`config.mk`:
```
export PLATFORM = sky130hd
export DESIGN_NAME = tcc_result_buf_flat
export DESIGN_NICKNAME = d
export VERILOG_FILES = /design/src/tcc_pkg.sv /design/src/tcc_if.sv /design/src/tcc_result_buf.sv /design/src/flat_wrapper.sv
export SDC_FILE = /design/constraint.sdc
export NUM_CORES = 1
export LEC_CHECK = 0
export BUFFER_PORTS_ARGS = -buffer_cell sky130_fd_sc_hd__buf_2
export CAP_MARGIN = 10
export CORE_ASPECT_RATIO = 0.9
export CORE_MARGIN = 2
export CORE_UTILIZATION = 58
export DETAILED_ROUTE_END_ITERATION = 6
export GPL_ROUTABILITY_DRIVEN = 0
export GPL_TIMING_DRIVEN = 0
export PLACE_DENSITY = 0.84
export SETUP_SLACK_MARGIN = 0.5
export SYNTH_ARGS = -nofsm -noshare
export SYNTH_HDL_FRONTEND = slang
export SYNTH_SLANG_ARGS = --single-unit
```
`constraint.sdc`:
```
create_clock -name clk -period 5.6 [get_ports clk]
set_clock_uncertainty 0.1 [all_clocks]
set_input_delay 1.12 -clock clk [delete_from_list [all_inputs] [get_ports clk]]
set_output_delay 1.12 -clock clk [all_outputs]
set_load 0.01 [all_outputs]
```
`src/tcc_pkg.sv`:
```
// ----------------------------------------------------------------------------
// tcc_pkg
// Shared types, constants and functions of the telegram CRC-16 checker.
// ----------------------------------------------------------------------------
`timescale 1ns / 1ps
`default_nettype none

package tcc_pkg;

  localparam logic [15:0] CRC_POLY   = 16'hA001;
  localparam logic [15:0] CRC_INIT   = 16'h0000;
  localparam logic [7:0]  START_CHAR = 8'h2F;  // '/'
  localparam logic [7:0]  END_CHAR   = 8'h21;  // '!'
  localparam logic [1:0]  LAST_DIGIT = 2'd3;   // index of the fourth trailer digit

  typedef enum logic [2:0] {
    PH_IDLE    = 3'b001,
    PH_BODY    = 3'b010,
    PH_TRAILER = 3'b100
  } phase_t;

  typedef struct packed {
    logic        crc_match;
    logic [15:0] computed_crc;
    logic [15:0] received_crc;
    logic        digit_error;
  } res_t;

  typedef struct packed {
    logic valid;
    res_t res;
  } push_t;

  typedef struct packed {
    logic       ok;
    logic [3:0] nib;
  } hex_t;

  // Reflected CRC-16 update over one byte, unrolled bit by bit.
  function automatic logic [15:0] crc_fold(input logic [15:0] crc, input logic [7:0] b);
    logic [15:0] c;
    c = crc ^ {8'h00, b};
    for (int k = 0; k < 8; k++) begin
      c = c[0] ? ((c >> 1) ^ CRC_POLY) : (c >> 1);
    end
    return c;
  endfunction

  // Hex digit decode, either case.
  function automatic hex_t hex_decode(input logic [7:0] b);
    hex_t h;
    h.ok  = 1'b0;
    h.nib = 4'h0;
    if (b >= 8'h30 && b <= 8'h39) begin
      h.ok  = 1'b1;
      h.nib = b[3:0];
    end else if ((b >= 8'h41 && b <= 8'h46) || (b >= 8'h61 && b <= 8'h66)) begin
      h.ok  = 1'b1;
      h.nib = b[3:0] + 4'd9;
    end
    return h;
  endfunction

endpackage

`default_nettype wire

```
`src/tcc_if.sv`:
```
// ----------------------------------------------------------------------------
// tcc_if
// Valid/ready channels of the telegram CRC-16 checker.
// ----------------------------------------------------------------------------
`timescale 1ns / 1ps
`default_nettype none


interface tcc_res_if;
  logic        valid;
  logic        ready;
  logic        crc_match;
  logic [15:0] computed_crc;
  logic [15:0] received_crc;
  logic        digit_error;

  modport source (output valid, output crc_match, output computed_crc,
                  output received_crc, output digit_error, input ready);
  modport sink   (input valid, input crc_match, input computed_crc,
                  input received_crc, input digit_error, output ready);
endinterface

`default_nettype wire

```
`src/tcc_result_buf.sv`:
```
// ----------------------------------------------------------------------------
// tcc_result_buf
// Two-entry result buffer: output register plus skid slot.
// ----------------------------------------------------------------------------
`timescale 1ns / 1ps
`default_nettype none

module tcc_result_buf
  import tcc_pkg::*;
(
  input  wire logic  clk,
  input  wire logic  rst_n,
  input  wire push_t push,
  output logic       in_ready,
  tcc_res_if.source  out_ch
);

  res_t       head_r, head_nxt;
  res_t       skid_r, skid_nxt;
  logic [1:0] cnt_r, cnt_nxt;
  logic       pop;

  assign pop      = out_ch.valid && out_ch.ready;
  assign in_ready = (cnt_r != 2'd2);

  always_comb begin
    head_nxt = head_r;
    skid_nxt = skid_r;
    cnt_nxt  = cnt_r;
    unique case ({push.valid, pop})
      2'b01: begin
        head_nxt = skid_r;
        cnt_nxt  = cnt_r - 2'd1;
      end
      2'b10: begin
        if (cnt_r == 2'd0) head_nxt = push.res;
        else               skid_nxt = push.res;
        cnt_nxt = cnt_r + 2'd1;
      end
      2'b11: begin
        // drain head and refill in the same cycle
        if (cnt_r == 2'd1) begin
          head_nxt = push.res;
        end else begin
          head_nxt = skid_r;
          skid_nxt = push.res;
        end
      end
      default: ;
    endcase
  end

  always_ff @(posedge clk) begin
    if (!rst_n) begin
      cnt_r <= 2'd0;
    end else begin
      cnt_r <= cnt_nxt;
    end
  end

  always_ff @(posedge clk) begin
    head_r <= head_nxt;
    skid_r <= skid_nxt;
  end

  assign out_ch.valid        = (cnt_r != 2'd0);
  assign out_ch.crc_match    = head_r.crc_match;
  assign out_ch.computed_crc = head_r.computed_crc;
  assign out_ch.received_crc = head_r.received_crc;
  assign out_ch.digit_error  = head_r.digit_error;

endmodule

`default_nettype wire
```
`src/flat_wrapper.sv`:
```
// flat-port wrapper written by rule: the top's interface ports become plain ports
module tcc_result_buf_flat import tcc_pkg::*;
  (clk, rst_n, push, in_ready, out_ch_valid, out_ch_crc_match, out_ch_computed_crc, out_ch_received_crc, out_ch_digit_error, out_ch_ready);
  tcc_res_if out_ch_i ();
  input  wire logic clk;
  input  wire logic rst_n;
  input  wire push_t push;
  output logic in_ready;
  output wire logic [$bits(out_ch_i.valid)-1:0] out_ch_valid;
  output wire logic [$bits(out_ch_i.crc_match)-1:0] out_ch_crc_match;
  output wire logic [$bits(out_ch_i.computed_crc)-1:0] out_ch_computed_crc;
  output wire logic [$bits(out_ch_i.received_crc)-1:0] out_ch_received_crc;
  output wire logic [$bits(out_ch_i.digit_error)-1:0] out_ch_digit_error;
  input wire logic [$bits(out_ch_i.ready)-1:0] out_ch_ready;
  assign out_ch_valid = out_ch_i.valid;
  assign out_ch_crc_match = out_ch_i.crc_match;
  assign out_ch_computed_crc = out_ch_i.computed_crc;
  assign out_ch_received_crc = out_ch_i.received_crc;
  assign out_ch_digit_error = out_ch_i.digit_error;
  assign out_ch_i.ready = out_ch_ready;
  tcc_result_buf u_core (.clk(clk), .rst_n(rst_n), .push(push), .in_ready(in_ready), .out_ch(out_ch_i));
endmodule
```
==> results.yml, run 1 <==
grt:
  antenna_found_initial: 0
  grt_pass1_vias: 2241
  grt_util_all_layers_pct: 21.1
  grt_pass1_wl_mm: 10.6
  grt_overflow: 0
  grt_start_max_net_pins: 23
setup_path:
  cp.required_ns: 5.55
  crit_arrival_ns: 2.70
  end_kind: "flip-flop"
  start_kind: "primary input"
  r2r_start: "u_core.cnt_r[0]"
  startpoint: "out_ch_ready"
  r2r_end: "u_core.skid_r[26]"
  path_class: "in -> reg"
  r2r_cells: 11
  reg2reg_slack_ns: 2.91
  crit_path_max_fanout: 20
clock_network:
  clockBufferDepth: 2
  cts_resized: 0
  clk-insertion-delay-late_ns: 0.34
  cts-root-buf: "clkbuf_8"
  cts_made_buffers: 9
  cts_hold_buf: 0
  htreeDepth: 3
  cts.sinks: 70
  clk_pin_slew_ns: 0.07
  tritoncts: "built"
  postCtsSetupRepairBufs: 0
min_path:
  hold_path_class: "reg -> reg"
  hold_depth: 2
  worstHoldStart: "u_core.cnt_r[0]"
  holdPathEnd: "u_core.cnt_r[0]"
final_layout:
  drive_above_1_share_pct: 41.1
  stdcell_count: 408
  layout.nets: 379
  seqCellArea_um2: 2080
  syn_to_final_growth_pct: 20.3
  multi_input_area_um2: 1190
  diodes: 0
  fillers: 394
die:
  dieWidth_um: 84.9
  num_rows: 26
  core-area_um2: 5690
  die_h_um: 76.8
  io_pins: 74
  die-area_um2: 6520
  initial_core_util_pct: 60.0
routing:
  wl_per_cell_um: 16.4
  wl_met2_mm: 3.47
  top_layer: "met4"
  viasPerCell: 5.48
  drtIter0Drc: 157
  wl_mm: 6.69
  ant_nets: 0
  dr.pass1.iters: 4
  via_count: 2237
  dr_wl_met3_um: 341
  drc: 0
  drt-met1-wl_mm: 2.81
synth:
  ys_seq_area_share_pct: 61.0
  synth_top_area_share_pct: 59.8
  syn_avg_cell_area_um2: 13.8
  syn-cell-area_um2: 3410
  ys_warn_count: 0
  synth.area.top_cells: "edfxtp_1 (60%), mux2_4 (13%), nand2_1 (8.0%)"
  ys_types: 19
  synth_fp_nets: 293
  synth_cells: 248
  synth_largest_area_cell: "edfxtp_1"
  synth_seq_cells: 70
timing:
  maxSlewHeadroom_pct: 53.6
  worst-slew-pin-transition_ns: 0.695
  min_period_over_period_pct: 49.0
  fmax_mhz: 364
  period_needed_ns: 2.75
  setup_viol: 0
  hold_viol_final: 0
  grt_setup_unrepaired: "false"
  fin_setup_tns_ns: 0
  slew_violations: 0
power_and_ir_drop:
  p_leak_uw: 0.00177
  cellPowerDensity_nw_per_um2: 444
  peakVddDrop_uv: 263
run_status:
  outcome: "finished, final reports clean"
placement:
  dp_hpwl_mm: 4.55
  dp_cells: 393
  port_buffers: 73
run:
  drv_cap: 0
## worst max path at each step
stage                                   end  cells after the start
after floorplan            u_core.skid_r[0]                      6
after global placement     u_core.skid_r[2]                      7
after detailed placement   u_core.skid_r[6]                      8
after CTS                 u_core.skid_r[32]                      8
after global routing      u_core.skid_r[12]                     11
final                     u_core.skid_r[26]                      8
## power breakdown
group | internal [uW] | switching (uW)
logic | 293 | 329
registers | 769 | 48.6
clock network | 200 | 182
total | 1260 | 560
## area by class of cell
class	count	area share, %
clock buffer	10	3.11
multi-input combinational	157	28.9
clock inverter	5	1.25
inverter	6	0.548
timing repair buffer	75	10.2
tap	70	2.13
buffer	15	3.14
sequential	70	50.7
## synthesized netlist by cell type (all sizes together)
cell     n
inv      6
nor2     3
xor2     1
nand2   73
a21boi   1
buf     15
a22o     1
o21ai    2
edfxtp  68
ha       7
and2     1
mux2    34
a22oi   34
dfxtp    2
## logic make-up (layout without fill, tap and decap cells)
logic type | after synthesis | in the layout | share of synthesized area, %
and+or+nand+nor | 77 | 77 | 9.01
DFF | 70 | 70 | 61.0
AOI/OAI and AO/OA | 38 | 38 | 8.24
muxes | 34 | 34 | 14.5
buffers and inverters | 21 | 111 | 4.43
adders and majority gates | 7 | 7 | 2.56
xor gates and xnor gates | 1 | 1 | 0.257
## routing by layer
metal / GRT usage, % / vias up
met1: 26.6 / 1069
met4: 5.87 / 0
met2: 35.8 / 75
met5: 0 / -
li1: - / 1083
met3: 6.14 / 10
## flip-flops by register name, summed over array words and instances, names as in the netlist
register,flops
u_core.out_ch.received_crc,16
u_core.out_ch.crc_match,1
u_core.out_ch.computed_crc,16
u_core.skid_r,34
u_core.cnt_r,2
u_core.out_ch.digit_error,1
## cells in the final DEF (no fill, tap or decap), types with 2 or more instances in the layout
cell type,n
ha_1,7
dfxtp_1,2
o21ai_0,2
nand2_1,73
a22oi_1,34
buf_16,2
clkinv_2,2
buf_2,83
mux2_4,30
buf_12,3
clkbuf_8,9
inv_1,6
edfxtp_1,68
mux2_2,4
## critical path, cell delays in order
cell and delay, ns:
buf_2 0.09, nand2_1 0.11, ha_1 0.15, buf_2 0.25, nor2_8 0.07, buf_2 0.21
nor2_4 0.44, buf_16 0.23
## stage by stage
step	total power (uW)	util, %	instance area, um2	hold slack (ns)	setup slack (ns)
after global placement	1400	67.9	3870	0.419	0.886
final	1820	72.2	4110	0.467	2.85
after CTS	1830	72.2	4110	0.458	2.85
after global routing	1920	72.2	4110	0.499	2.71
after detailed placement	1450	69.0	3930	0.444	2.48
after floorplan	1240	-	3410	0.397	1.81
(Power assumes the default switching activity.)
==> run 2, diff against run 1 <==
--- a/config.mk
+++ b/config.mk
@@ -9,11 +9,11 @@
 export CAP_MARGIN = 10
 export CORE_ASPECT_RATIO = 0.9
 export CORE_MARGIN = 2
-export CORE_UTILIZATION = 58
+export CORE_UTILIZATION = 49
 export DETAILED_ROUTE_END_ITERATION = 6
 export GPL_ROUTABILITY_DRIVEN = 0
 export GPL_TIMING_DRIVEN = 0
-export PLACE_DENSITY = 0.84
+export PLACE_DENSITY = 0.76
 export SETUP_SLACK_MARGIN = 0.5
 export SYNTH_ARGS = -nofsm -noshare
 export SYNTH_HDL_FRONTEND = slang
==> constraint.sdc (replaced) <==
create_clock -name clk -period 2.35 [get_ports clk]
set_clock_uncertainty 0.1 [all_clocks]
set_input_delay 0.47 -clock clk [delete_from_list [all_inputs] [get_ports clk]]
set_output_delay 0.47 -clock clk [all_outputs]
set_load 0.01 [all_outputs]
==> run 2 against run 1 <==
Net effect: sequential share of layout area decreased by 3.4 points; setup slack lost 2.5 ns; worst hold slack worse by 0.24 ns; count of clock-buffer cells in the layout shrank 1; final cell count increased by 7.8%; sequential power up 140%; global-route usage down 2.3 points; highest routed layer unchanged.
==> results.yml, run 2 (same netlist as run 1, synthesis figures left out) <==
routing:
  viasPerCell: 5.16
  ant_nets: 0
  wl_per_cell_um: 15.9
  drtIter0Drc: 86
  dr.pass1.iters: 4
  via_count: 2271
  drc: 0
  wl_mm: 6.97
die:
  core-area_um2: 6660
  io_pins: 74
  die_h_um: 83.2
  num_rows: 28
  dieWidth_um: 92.0
  initial_core_util_pct: 51.3
  die-area_um2: 7650
power_and_ir_drop:
  switching_power_uw: 1450
  cellPowerDensity_nw_per_um2: 1050
  seq_power_share_pct: 42.3
  pwr-share-comb_pct: 37.2
  power.internal_uw: 3170
  pwr-share-clk_pct: 20.5
  p_leak_uw: 0.00185
  p_sw_share_pct: 31.3
  peakVddDrop_uv: 678
clock_network:
  tritoncts: "built"
  cts-root-buf: "clkbuf_8"
  cts.sinks: 70
  clk_pin_slew_ns: 0.08
  htreeDepth: 3
  clk-insertion-delay-late_ns: 0.35
  clockBufferDepth: 2
  cts_made_buffers: 9
timing:
  min_period_over_period_pct: 83.0
  slew_violations: 0
  fin_hold_ws_ns: 0.222
  worst-slew-pin-transition_ns: 0.480
  grt_setup_unrepaired: "true"
  fmax_mhz: 512
  period_needed_ns: 1.95
  hold_viol_final: 0
  maxSlewHeadroom_pct: 68.0
  setup_slack_ns: 0.398
  setup_viol: 0
run:
  drv_cap: 0
grt:
  grt_util_all_layers_pct: 18.9
  grt_pass1_vias: 2256
  antenna_found_initial: 0
  grt_start_max_net_pins: 35
  grt_pass1_wl_mm: 11.0
  grt_overflow: 0
placement:
  preCtsSetupSlack_ns: -0.248
  dp_hpwl_mm: 4.36
  dp_cells: 411
  port_buffers: 73
setup_path:
  start_kind: "flip-flop"
  end_kind: "flip-flop"
  crit_arrival_ns: 1.91
  cp.required_ns: 2.31
  path_class: "reg -> reg"
  crit_path_max_fanout: 9
  r2r_start: "u_core.cnt_r[0]"
  startpoint: "u_core.cnt_r[0]"
min_path:
  worstHoldStart: "push[7]"
  hold_path_class: "in -> reg"
run_status:
  outcome: "finished, final reports clean"
final_layout:
  drive_above_1_share_pct: 50.6
  syn_to_final_growth_pct: 29.4
  top_register: "u_core.skid_r"
  stdcell_count: 440
  final_common_cell: "buf_2"
  largest_reg_flops: 34
  final_cell_mix: "buf_2 (74), nand2_1 (71), edfxtp_1 (68)"
  layout.nets: 391
  diodes: 0
[run 2: power by group through the flow]
stage,combinational (uW),sequential (uW),clock (uW)
global route,1860,1980,1020
global placement,1430,1970,0
detailed placement,1470,1980,0
finish,1720,1960,949
CTS,1660,1950,968
floorplan,918,2080,0
[run 2: final timing paths]
| path | endpoint | slack (ns) | cells after the start |
|---|---|---|---|
| hold reg to reg | u_core.out_ch.received_crc[3] | 0.47 | 2 |
| hold / removal | u_core.skid_r[7] | 0.22 | 1 |
| setup reg to reg | u_core.skid_r[19] | 0.40 | 10 |
| setup / recovery | u_core.skid_r[19] | 0.40 | 10 |
[run 2: final cells by class]
type	instances	area (um2)
plain buffers	15	174
clock buffers	9	124
clock inverters	6	62.6
fillers	499	2240
inverters	6	30.0
multi-input cells	158	1320
flip-flops and latches	70	2090
well taps	90	113
repair buffers	86	513
[run 2: critical path, cell delays in order, from the launching register on]
cell and delay [ns]:
dfxtp_4 0.36, inv_4 0.06, ha_4 0.14, inv_4 0.04, nand2_4 0.07, inv_2 0.04
ha_4 0.15, buf_8 0.13, a22o_4 0.28, nor2_4 0.15, buf_12 0.15
[run 2: timing repair]
action / 4_1_cts / 5_1_grt
pin swaps: 6 / 1
resized for setup: 10 / 28
setup buffers: 11 / 2
setup endpoints to repair: 98 / 64
cloned: 1 / 0
hold buffers: 0 / 0
hold endpoints to repair: 0 / 0
[run 2: metal layers]
metal / vias up / track usage (%) / routed length, um
li1: 1102 / - / -
met1: 1095 / 23.4 / 3050
met2: 66 / 32.2 / 3550
met3: 8 / 4.63 / 295
met4: 0 / 6.92 / 81
met5: - / 0 / 0
[run 2: metrics by stage]
step | TNS (ns) | area, um2 | power (uW) | utilization (%)
4_1_cts | 0 | 4320 | 4580 | 64.9
3_5_place_dp | -8.40 | 3960 | 3450 | 59.4
2_1_floorplan | 0 | 3470 | 3000 | -
3_3_place_gp | -6.77 | 3950 | 3400 | 59.4
5_1_grt | 0 | 4420 | 4870 | 66.4
6_report | 0 | 4420 | 4620 | 66.4
